$ cat src/sv/sle_pkg.sv
// Package for the sorted list engine: sizes, command and status codes,
// and the controller-to-datapath command struct.
// No dependencies.
package sle_pkg;

    // Store size and derived widths
    localparam int CAPACITY  = 16;
    localparam int CNT_W     = $clog2(CAPACITY + 1);
    localparam int IDX_W     = $clog2(CAPACITY);
    localparam int POS_W     = (CNT_W > 4) ? CNT_W : 4;
    localparam int REP_W     = (CNT_W > 5) ? CNT_W : 5;
    localparam int DATA_W    = 32;

    // Command codes
    typedef enum logic [1:0] {
        CMD_INSERT = 2'd0,
        CMD_READ   = 2'd1,
        CMD_REMOVE = 2'd2,
        CMD_CLEAR  = 2'd3
    } cmd_t;

    // Status codes
    localparam logic [1:0] ST_OK    = 2'd0;
    localparam logic [1:0] ST_RANGE = 2'd1;
    localparam logic [1:0] ST_FULL  = 2'd2;

    // Commands from controller to datapath
    typedef struct packed {
        logic load;   // capture the request fields
        logic exec;   // update the cell row, count and result registers
    } ctl_t;

endpackage

$ cat src/sv/sle_ctrl.sv
// Controller for the sorted list engine: accepts a request and sequences
// the datapath through its execute state. Depends on sle_pkg.
module sle_ctrl (
    input  logic          clk,
    input  logic          rst_n,
    input  logic          start,
    output logic          busy,
    output logic          done,
    output sle_pkg::ctl_t ctl
);

    typedef enum logic {
        S_IDLE,
        S_EXEC
    } state_t;

    state_t state_reg;
    state_t state_next;
    logic   busy_reg;
    logic   done_reg;
    logic   accept;

    assign accept = start && !busy_reg;

    // Next state
    always_comb
    begin
        state_next = state_reg;
        unique case (state_reg)
            S_IDLE:
            begin
                if (accept)
                begin
                    state_next = S_EXEC;
                end
            end
            S_EXEC:
            begin
                state_next = S_IDLE;
            end
            default:
            begin
                state_next = S_IDLE;
            end
        endcase
    end

    // State and registered outputs
    always_ff @(posedge clk or negedge rst_n)
    begin
        if (!rst_n)
        begin
            state_reg <= S_IDLE;
            busy_reg  <= 1'b0;
            done_reg  <= 1'b0;
        end
        else
        begin
            state_reg <= state_next;
            busy_reg  <= (state_next == S_EXEC);
            done_reg  <= (state_reg == S_EXEC);
        end
    end

    assign busy     = busy_reg;
    assign done     = done_reg;
    assign ctl.load = accept;
    assign ctl.exec = (state_reg == S_EXEC);

    // An accepted request always executes in the next cycle
    a_accept_exec: assert property (@(posedge clk) disable iff (!rst_n)
        accept |=> ctl.exec)
        else $error("accepted request did not execute");

    // The result strobe follows the execute cycle exactly
    a_done_after_exec: assert property (@(posedge clk) disable iff (!rst_n)
        done_reg |-> $past(ctl.exec) && !busy_reg)
        else $error("result strobe without execute cycle");

endmodule

$ cat src/sv/sle_datapath.sv
// Datapath for the sorted list engine: request registers, the row of
// ordered value cells with compare/shift logic, and result registers.
// Depends on sle_pkg.
module sle_datapath (
    input  logic                          clk,
    input  logic                          rst_n,
    input  sle_pkg::ctl_t                 ctl,
    input  logic [1:0]                    command,
    input  logic signed [sle_pkg::DATA_W-1:0] value,
    input  logic [3:0]                    position,
    output logic signed [sle_pkg::DATA_W-1:0] read_value,
    output logic [1:0]                    status,
    output logic [4:0]                    entry_count,
    output logic                          is_empty
);

    sle_pkg::cmd_t                         req_cmd_reg;
    logic signed [sle_pkg::DATA_W-1:0]     req_value_reg;
    logic [sle_pkg::POS_W-1:0]             req_pos_reg;

    logic signed [sle_pkg::DATA_W-1:0]     cells_reg  [sle_pkg::CAPACITY];
    logic signed [sle_pkg::DATA_W-1:0]     cells_next [sle_pkg::CAPACITY];
    logic [sle_pkg::CNT_W-1:0]             count_reg;
    logic [sle_pkg::CNT_W-1:0]             count_next;
    logic signed [sle_pkg::DATA_W-1:0]     read_value_reg;
    logic signed [sle_pkg::DATA_W-1:0]     read_value_next;
    logic [1:0]                            status_reg;
    logic [1:0]                            status_next;

    logic [sle_pkg::CAPACITY-1:0]          at_or_past_slot;
    logic [sle_pkg::POS_W-1:0]             count_ext;
    logic                                  pos_ok;
    logic                                  full;
    logic [sle_pkg::IDX_W-1:0]             rd_idx;
    logic [sle_pkg::REP_W-1:0]             count_rep;

    // Request capture
    always_ff @(posedge clk)
    begin
        if (ctl.load)
        begin
            req_cmd_reg   <= sle_pkg::cmd_t'(command);
            req_value_reg <= value;
            req_pos_reg   <= sle_pkg::POS_W'(position);
        end
    end

    assign count_ext = sle_pkg::POS_W'(count_reg);
    assign pos_ok    = (req_pos_reg < count_ext);
    assign full      = (count_reg >= sle_pkg::CNT_W'(sle_pkg::CAPACITY));
    assign rd_idx    = req_pos_reg[sle_pkg::IDX_W-1:0];

    // Per-cell compare: cell lies at or after the insertion slot
    always_comb
    begin
        for (int i = 0; i < sle_pkg::CAPACITY; i++)
        begin
            at_or_past_slot[i] = (sle_pkg::POS_W'(i) >= count_ext) ||
                                 (cells_reg[i] > req_value_reg);
        end
    end

    // Next cell row, count and result
    always_comb
    begin
        for (int i = 0; i < sle_pkg::CAPACITY; i++)
        begin
            cells_next[i] = cells_reg[i];
        end
        count_next      = count_reg;
        read_value_next = '0;
        status_next     = sle_pkg::ST_OK;

        case (req_cmd_reg)
            sle_pkg::CMD_INSERT:
            begin
                if (full)
                begin
                    status_next = sle_pkg::ST_FULL;
                end
                else
                begin
                    // first cell at the slot takes the value, later ones shift up
                    for (int i = 0; i < sle_pkg::CAPACITY; i++)
                    begin
                        if (at_or_past_slot[i])
                        begin
                            if (i == 0)
                            begin
                                cells_next[i] = req_value_reg;
                            end
                            else if (!at_or_past_slot[i-1])
                            begin
                                cells_next[i] = req_value_reg;
                            end
                            else
                            begin
                                cells_next[i] = cells_reg[i-1];
                            end
                        end
                    end
                    count_next = count_reg + sle_pkg::CNT_W'(1);
                end
            end
            sle_pkg::CMD_READ:
            begin
                if (pos_ok)
                begin
                    read_value_next = cells_reg[rd_idx];
                end
                else
                begin
                    status_next = sle_pkg::ST_RANGE;
                end
            end
            sle_pkg::CMD_REMOVE:
            begin
                if (pos_ok)
                begin
                    // cells from the index on pull from their upper neighbor
                    for (int i = 0; i < sle_pkg::CAPACITY - 1; i++)
                    begin
                        if (sle_pkg::POS_W'(i) >= req_pos_reg)
                        begin
                            cells_next[i] = cells_reg[i+1];
                        end
                    end
                    count_next = count_reg - sle_pkg::CNT_W'(1);
                end
                else
                begin
                    status_next = sle_pkg::ST_RANGE;
                end
            end
            default:
            begin
                count_next = '0;
            end
        endcase
    end

    // Cell row (undefined until written)
    always_ff @(posedge clk)
    begin
        if (ctl.exec)
        begin
            for (int i = 0; i < sle_pkg::CAPACITY; i++)
            begin
                cells_reg[i] <= cells_next[i];
            end
            read_value_reg <= read_value_next;
            status_reg     <= status_next;
        end
    end

    // Entry count
    always_ff @(posedge clk or negedge rst_n)
    begin
        if (!rst_n)
        begin
            count_reg <= '0;
        end
        else if (ctl.exec)
        begin
            count_reg <= count_next;
        end
    end

    assign count_rep   = sle_pkg::REP_W'(count_reg);
    assign read_value  = read_value_reg;
    assign status      = status_reg;
    assign entry_count = count_rep[4:0];
    assign is_empty    = (count_reg == '0);

    // Count never exceeds the store size
    a_count_bound: assert property (@(posedge clk) disable iff (!rst_n)
        count_reg <= sle_pkg::CNT_W'(sle_pkg::CAPACITY))
        else $error("entry count above capacity");

    // Count changes only in an execute cycle
    a_count_stable: assert property (@(posedge clk) disable iff (!rst_n)
        !ctl.exec |=> $stable(count_reg))
        else $error("entry count changed outside execute");

    // A range or full error leaves the count unchanged
    a_range_keeps_count: assert property (@(posedge clk) disable iff (!rst_n)
        ctl.exec && (status_next == sle_pkg::ST_RANGE || status_next == sle_pkg::ST_FULL)
        |=> $stable(count_reg))
        else $error("failed request changed the count");

endmodule

$ cat src/sv/sorted_list_engine_unit.sv
// Sorted list engine: up to CAPACITY signed values kept in ascending order.
// The execute cycle follows the edge that accepts start; done is high in the
// cycle after the execute cycle, and the result is taken at the edge ending it.
// Start is not accepted while busy is high; busy is high for the execute
// cycle in which the whole cell row compares and shifts at once.
// Reset (rst_n low, asynchronous) empties the store; results are shown for
// one cycle under done and cannot be stalled.
module sorted_list_engine_unit (
    input  logic                              clk,
    input  logic                              rst_n,
    input  logic                              start,
    output logic                              busy,
    input  logic [1:0]                        command,
    input  logic signed [sle_pkg::DATA_W-1:0] value,
    input  logic [3:0]                        position,
    output logic                              done,
    output logic signed [sle_pkg::DATA_W-1:0] read_value,
    output logic [1:0]                        status,
    output logic [4:0]                        entry_count,
    output logic                              is_empty
);

    sle_pkg::ctl_t ctl;

    sle_ctrl u_ctrl (
        .clk   (clk),
        .rst_n (rst_n),
        .start (start),
        .busy  (busy),
        .done  (done),
        .ctl   (ctl)
    );

    sle_datapath u_datapath (
        .clk         (clk),
        .rst_n       (rst_n),
        .ctl         (ctl),
        .command     (command),
        .value       (value),
        .position    (position),
        .read_value  (read_value),
        .status      (status),
        .entry_count (entry_count),
        .is_empty    (is_empty)
    );

endmodule
$ cat config.mk
export PLATFORM = sky130hd
export DESIGN_NAME = sorted_list_engine_unit
export DESIGN_NICKNAME = d
export VERILOG_FILES = /design/src/sv/sle_pkg.sv /design/src/sv/sle_ctrl.sv /design/src/sv/sle_datapath.sv /design/src/sv/sorted_list_engine_unit.sv
export SDC_FILE = /design/constraint.sdc
export NUM_CORES = 2
export LEC_CHECK = 0
export ABC_AREA = 1
export BUFFER_PORTS_ARGS = -buffer_cell sky130_fd_sc_hd__buf_2
export CAP_MARGIN = 25
export CORE_ASPECT_RATIO = 2
export CORE_MARGIN = 2
export CORE_UTILIZATION = 60
export CTS_BUF_LIST = sky130_fd_sc_hd__clkbuf_4
export CTS_CLUSTER_SIZE = 40
export DETAILED_ROUTE_END_ITERATION = 6
export GPL_TIMING_DRIVEN = 0
export PLACE_DENSITY = 0.8
export SLEW_MARGIN = 10
export SYNTH_ARGS = -nofsm -noshare
export SYNTH_HDL_FRONTEND = slang
export SYNTH_HIERARCHICAL = 1
export SYNTH_SLANG_ARGS = --single-unit
$ cat constraint.sdc
create_clock -name clk -period 3.66 [get_ports clk]
set_clock_uncertainty 0.2 [all_clocks]
set_input_delay 0.366 -clock clk [delete_from_list [all_inputs] [get_ports clk]]
set_output_delay 0.366 -clock clk [all_outputs]
set_load 0.01 [all_outputs]
==> results.ini, run 1 <==
[synth]
synth_area_leaders=edfxtp_1 (37%), nand2_1 (16%), ha_1 (13%), nand3_1 (11%), inv_1 (5.1%)
yosysWarnings=6
yosysMostFrequentCell=nand2_1
syn_area_sq_um=47700
synth_common_cells=nand2_1 (2009), nand3_1 (1018), inv_1 (650), edfxtp_1 (584), ha_1 (492)
synth.distinct_cells=47
synthCells=6455
async_flop_share_pct=1.18
yosys.area.top_type_share_pct=36.7
syn_area_per_cell_sq_um=7.39
synth_top_area_cell=edfxtp_1
ys_ff_latch=591
synth_seq_area_share_pct=37.1
syn_nets=6988
synth_top_flop_cell=edfxtp_1
synth_edf_count=584

[clocking]
cts-root-buf=clkbuf_4
cts.sinks=591
cts.path.max_buffers=3
cts_buffers=152
cts_max_level=4

[floorplan]
die_w_um=203
start_util_pct=60.5
io_pins=83
die_height_um=403
num_rows=146

[run_status]
run_status=stopped before the end
stop_error=[ERROR GRT-0116] Global routing finished with congestion. Check the congestion regions in the DRC Viewer.
stop_stage=global routing

[global_routing]
grt_max_degree=39
grt_usage_pct=57.8
overflow=35
grt_pass1_vias=52900
grt_first_pass_wirelength_mm=345

[place]
hpwl_mm=162
gp_congestion=1.06
dp_cells=7587
io_buffers=82

## layer usage
layer  overflow  GRT usage (%)
met1          0           53.2
met5          0           4.36
met2         21           88.1
met3          1           25.9
met4         13           66.0
## cell families after synthesis
group	after synthesis	synth area share (%)
compound gates	941	10.5
xor+xnor	1	0.0184
fa+ha+maj	492	12.9
buf+inv	1044	9.02
flops	591	37.1
simple gates	3386	30.4
## per-stage QoR
stage | setup slack, ps | util, % | hold WS (ps) | setup TNS, ps | instance area (sq um)
4_1_cts | 0.616 | 68.6 | 117 | 0 | 54100
3_5_place_dp | -1610 | 63.0 | 62.7 | -801220 | 49700
3_3_place_gp | -2170 | 62.7 | 61.3 | -1327260 | 49500
2_1_floorplan | 2.03 | - | -130 | 0 | 47800
## what timing repair did
| item | CTS |
|---|---|
| buffers inserted | 37 |
| setup endpoints to repair | 961 |
| resized for setup | 292 |
| endpoints found under the hold margin | 84 |
| pin swaps | 17 |
| hold buffers | 80 |
| gates cloned | 22 |
==> run 2, diff against run 1 <==
CORE_ASPECT_RATIO = default   (was 2)
CORE_UTILIZATION = 40   (was 60)
CTS_BUF_LIST = default   (was sky130_fd_sc_hd__clkbuf_4)
CTS_CLUSTER_SIZE = default   (was 40)
PLACE_DENSITY = default   (was 0.8)
PLACE_DENSITY_LB_ADDON = 0.15   (was default)
clock period = 4.76 ns   (was 3.66 ns; I/O delays follow)
==> run 2 against run 1 <==
- the flow now finishes, with violations (setup timing)
- synthesized cell count did not move
- area after synthesis unchanged
==> results.ini, run 2 <==
[layout]
postLayoutCellArea_sq_um=53400
drive_gt1_share_pct=7.31
nNetsFinal=7209
ff_latch_area_sq_um=17700
multiInputGateArea_sq_um=25700
fillers=12200
final_common_cell=nand2_1
syn_to_final_growth_pct=11.9
final_cell_mix=nand2_1 (2009), nand3_1 (1018), inv_1 (635)
largest_register_ff_count=512

[synth]
synth_top_area_cell=edfxtp_1  ; unchanged
synth_seq_area_share_pct=37.1  ; unchanged
async_flop_share_pct=1.18  ; unchanged
synthCells=6455  ; unchanged
syn_nets=6988  ; unchanged
yosys.area.top_type_share_pct=36.7  ; unchanged
syn_area_per_cell_sq_um=7.39  ; unchanged
synth_common_cells=nand2_1 (2009), nand3_1 (1018), inv_1 (650), edfxtp_1 (584), ha_1 (492)  ; unchanged
yosysMostFrequentCell=nand2_1  ; unchanged
ys_ff_latch=591  ; unchanged
synth_area_leaders=edfxtp_1 (37%), nand2_1 (16%), ha_1 (13%), nand3_1 (11%), inv_1 (5.1%)  ; unchanged
yosysWarnings=6  ; unchanged
syn_area_sq_um=47700  ; unchanged
synth.distinct_cells=47  ; unchanged
synth_top_flop_cell=edfxtp_1  ; unchanged
synth_edf_count=584  ; unchanged

[critical_path]
r2r-start=u_datapath/req_pos_reg[0]
crit_fanout=32
cp-start-kind=register
cp.arrival_ps=4870
cp_data_required_time_ps=4860
path_class=reg2reg
rr_worst_depth=12
setup.worst_path.start=u_datapath/req_pos_reg[0]
r2r_setup_slack_ps=-7
timing.rr.end=u_datapath/cells_reg[2][24]
end_kind=register

[timing]
worst_slack_ps=-6.94
fmaxAchievable_mhz=210
post-route-min-period_ps=4770
fin_tns_setup_ps=-20.0
tightest_slew_ps=1170
finalSetupViolations=9
slew_violations=0
hold_viol=0
slew_headroom_pct=21.9
fin_crit_sh_pct=100
rsz0062_at_grt=no

[clocking]
clk_latency_ps=690
clk_pin_slew_worst_paths_ps=60
cts_max_level=3  ; was 4
postCtsSetupRepairBufs=0  ; was 37
cts-root-buf=clkbuf_16  ; was clkbuf_4
cts_tree=built
cts.path.max_buffers=3  ; unchanged
cts_buffers=78  ; was 152
cts.sinks=591  ; unchanged

[power]
peakVddDrop_mv=0.296
power_uw=22900
power_density_nw_per_um2=429
leakagePower_uw=0.0252

[drt]
avgRoutedWirePerCell_um=22.9
totalWireLength_mm=189
vias_per_cell=5.48
drc_errors=0
drt_iter0_drc=4321
drtAntennaViolNets=0
dr.pass1.iters=6
vias=45400

[floorplan]
dieArea_sq_um=122000
die_height_um=349  ; was 403 um
num_rows=126  ; was 146
die_w_um=349  ; was 203 um
core_region_area_sq_um=118000
io_pins=83  ; unchanged
start_util_pct=40.4  ; was 60.5%

[place]
placed_area_sq_um=50400  ; was 49700 sq um
io_buffers=82  ; unchanged
gp_congestion=0.961  ; was 1.06
hpwl_mm=154  ; was 162 mm

[min_path]
holdPathStages=0
hold_path.class=reg2reg
hold_path_startpoint=u_ctrl/busy
min_to=u_ctrl/done

[run_status]
run_status=finished, violations left  ; was stopped before the end
failed_checks=setup timing

[global_routing]
grt_pass1_vias=43900
grt_usage_pct=30.6
grt_max_degree=39
antenna_found_initial=8
overflow=0
grt_first_pass_wirelength_mm=276

[job]
drv_cap=0

## run 2: final cells by class
type	instances	area share, %
clock inverters	50	0.687
plain buffers	385	3.61
diodes	8	0.0375
inverters	659	4.67
well taps	1536	3.60
clock buffers	94	3.96
flip-flops and latches	591	33.2
multi-input cells	4820	48.2
repair buffers	141	2.08
## run 2: worst max path at each step
stage	cells past startpoint	slack, ps	to
2_1_floorplan	17	930	u_datapath/cells_reg[3][0]
3_3_place_gp	14	-1360	u_datapath/cells_reg[5][6]
3_5_place_dp	16	-350	u_datapath/cells_reg[5][27]
4_1_cts	16	3	u_datapath/cells_reg[5][27]
5_1_grt	16	20	u_datapath/cells_reg[5][24]
6_report	12	-7	u_datapath/cells_reg[2][24]
## run 2: kinds of logic after synthesis
group | share of synthesized area, %
compound gates | 10.5
xor+xnor | 0.0184
fa+ha+maj | 12.9
buf+inv | 9.02
flops | 37.1
simple gates | 30.4
## run 2: what timing repair did
item | CTS | global route
endpoints found under the setup margin | 32 | 330
resized for setup | 11 | 38
hold buffers | 41 | 0
hold endpoints to repair | 46 | 0
pin swaps | 0 | 0
## run 2: critical path, cell delays in order (launching register included)
cell and delay, ps:
edfxtp_1 500, inv_1 250, buf_2 530, nand2_1 110
nand4_1 120, nand3_1 100, nand2_1 90, o21ai_0 90
nor2_1 560, o21ai_0 520, a31oi_1 630, o21ai_1 200
clkinv_2 470
## run 2: where the power goes
| part | leakage (uW) | internal, uW | switching (uW) |
|---|---|---|---|
| clock network | 0.00124 | 3420 | 2510 |
| logic | 0.0184 | 2910 | 6750 |
| registers | 0.00550 | 6820 | 503 |
| total | 0.0252 | 13200 | 9770 |
## run 2: per-stage QoR
stage,cells,setup WS (ps),hold slack (ps),util [%]
floorplan,6455,927,-19.6,-
global placement,8073,-1360,121,42.3
detailed placement,8090,-351,118,42.6
CTS,8275,2.71,241,45.1
global route,8276,16.1,269,45.1
finish,8284,-6.94,238,45.2
## run 2: layer usage
layer / part of all wire [%] / routed length [um] / track usage [%] / vias to the layer above
li1: - / - / - / 22300
met1: 41 / 76800 / 37.8 / 20900
met2: 47 / 90000 / 52.2 / 1788
met3: 6.6 / 12600 / 4.09 / 397
met4: 5.3 / 10100 / 15.2 / 2
met5: 0.0069 / 13 / 0 / -
(Power assumes the default switching activity.)
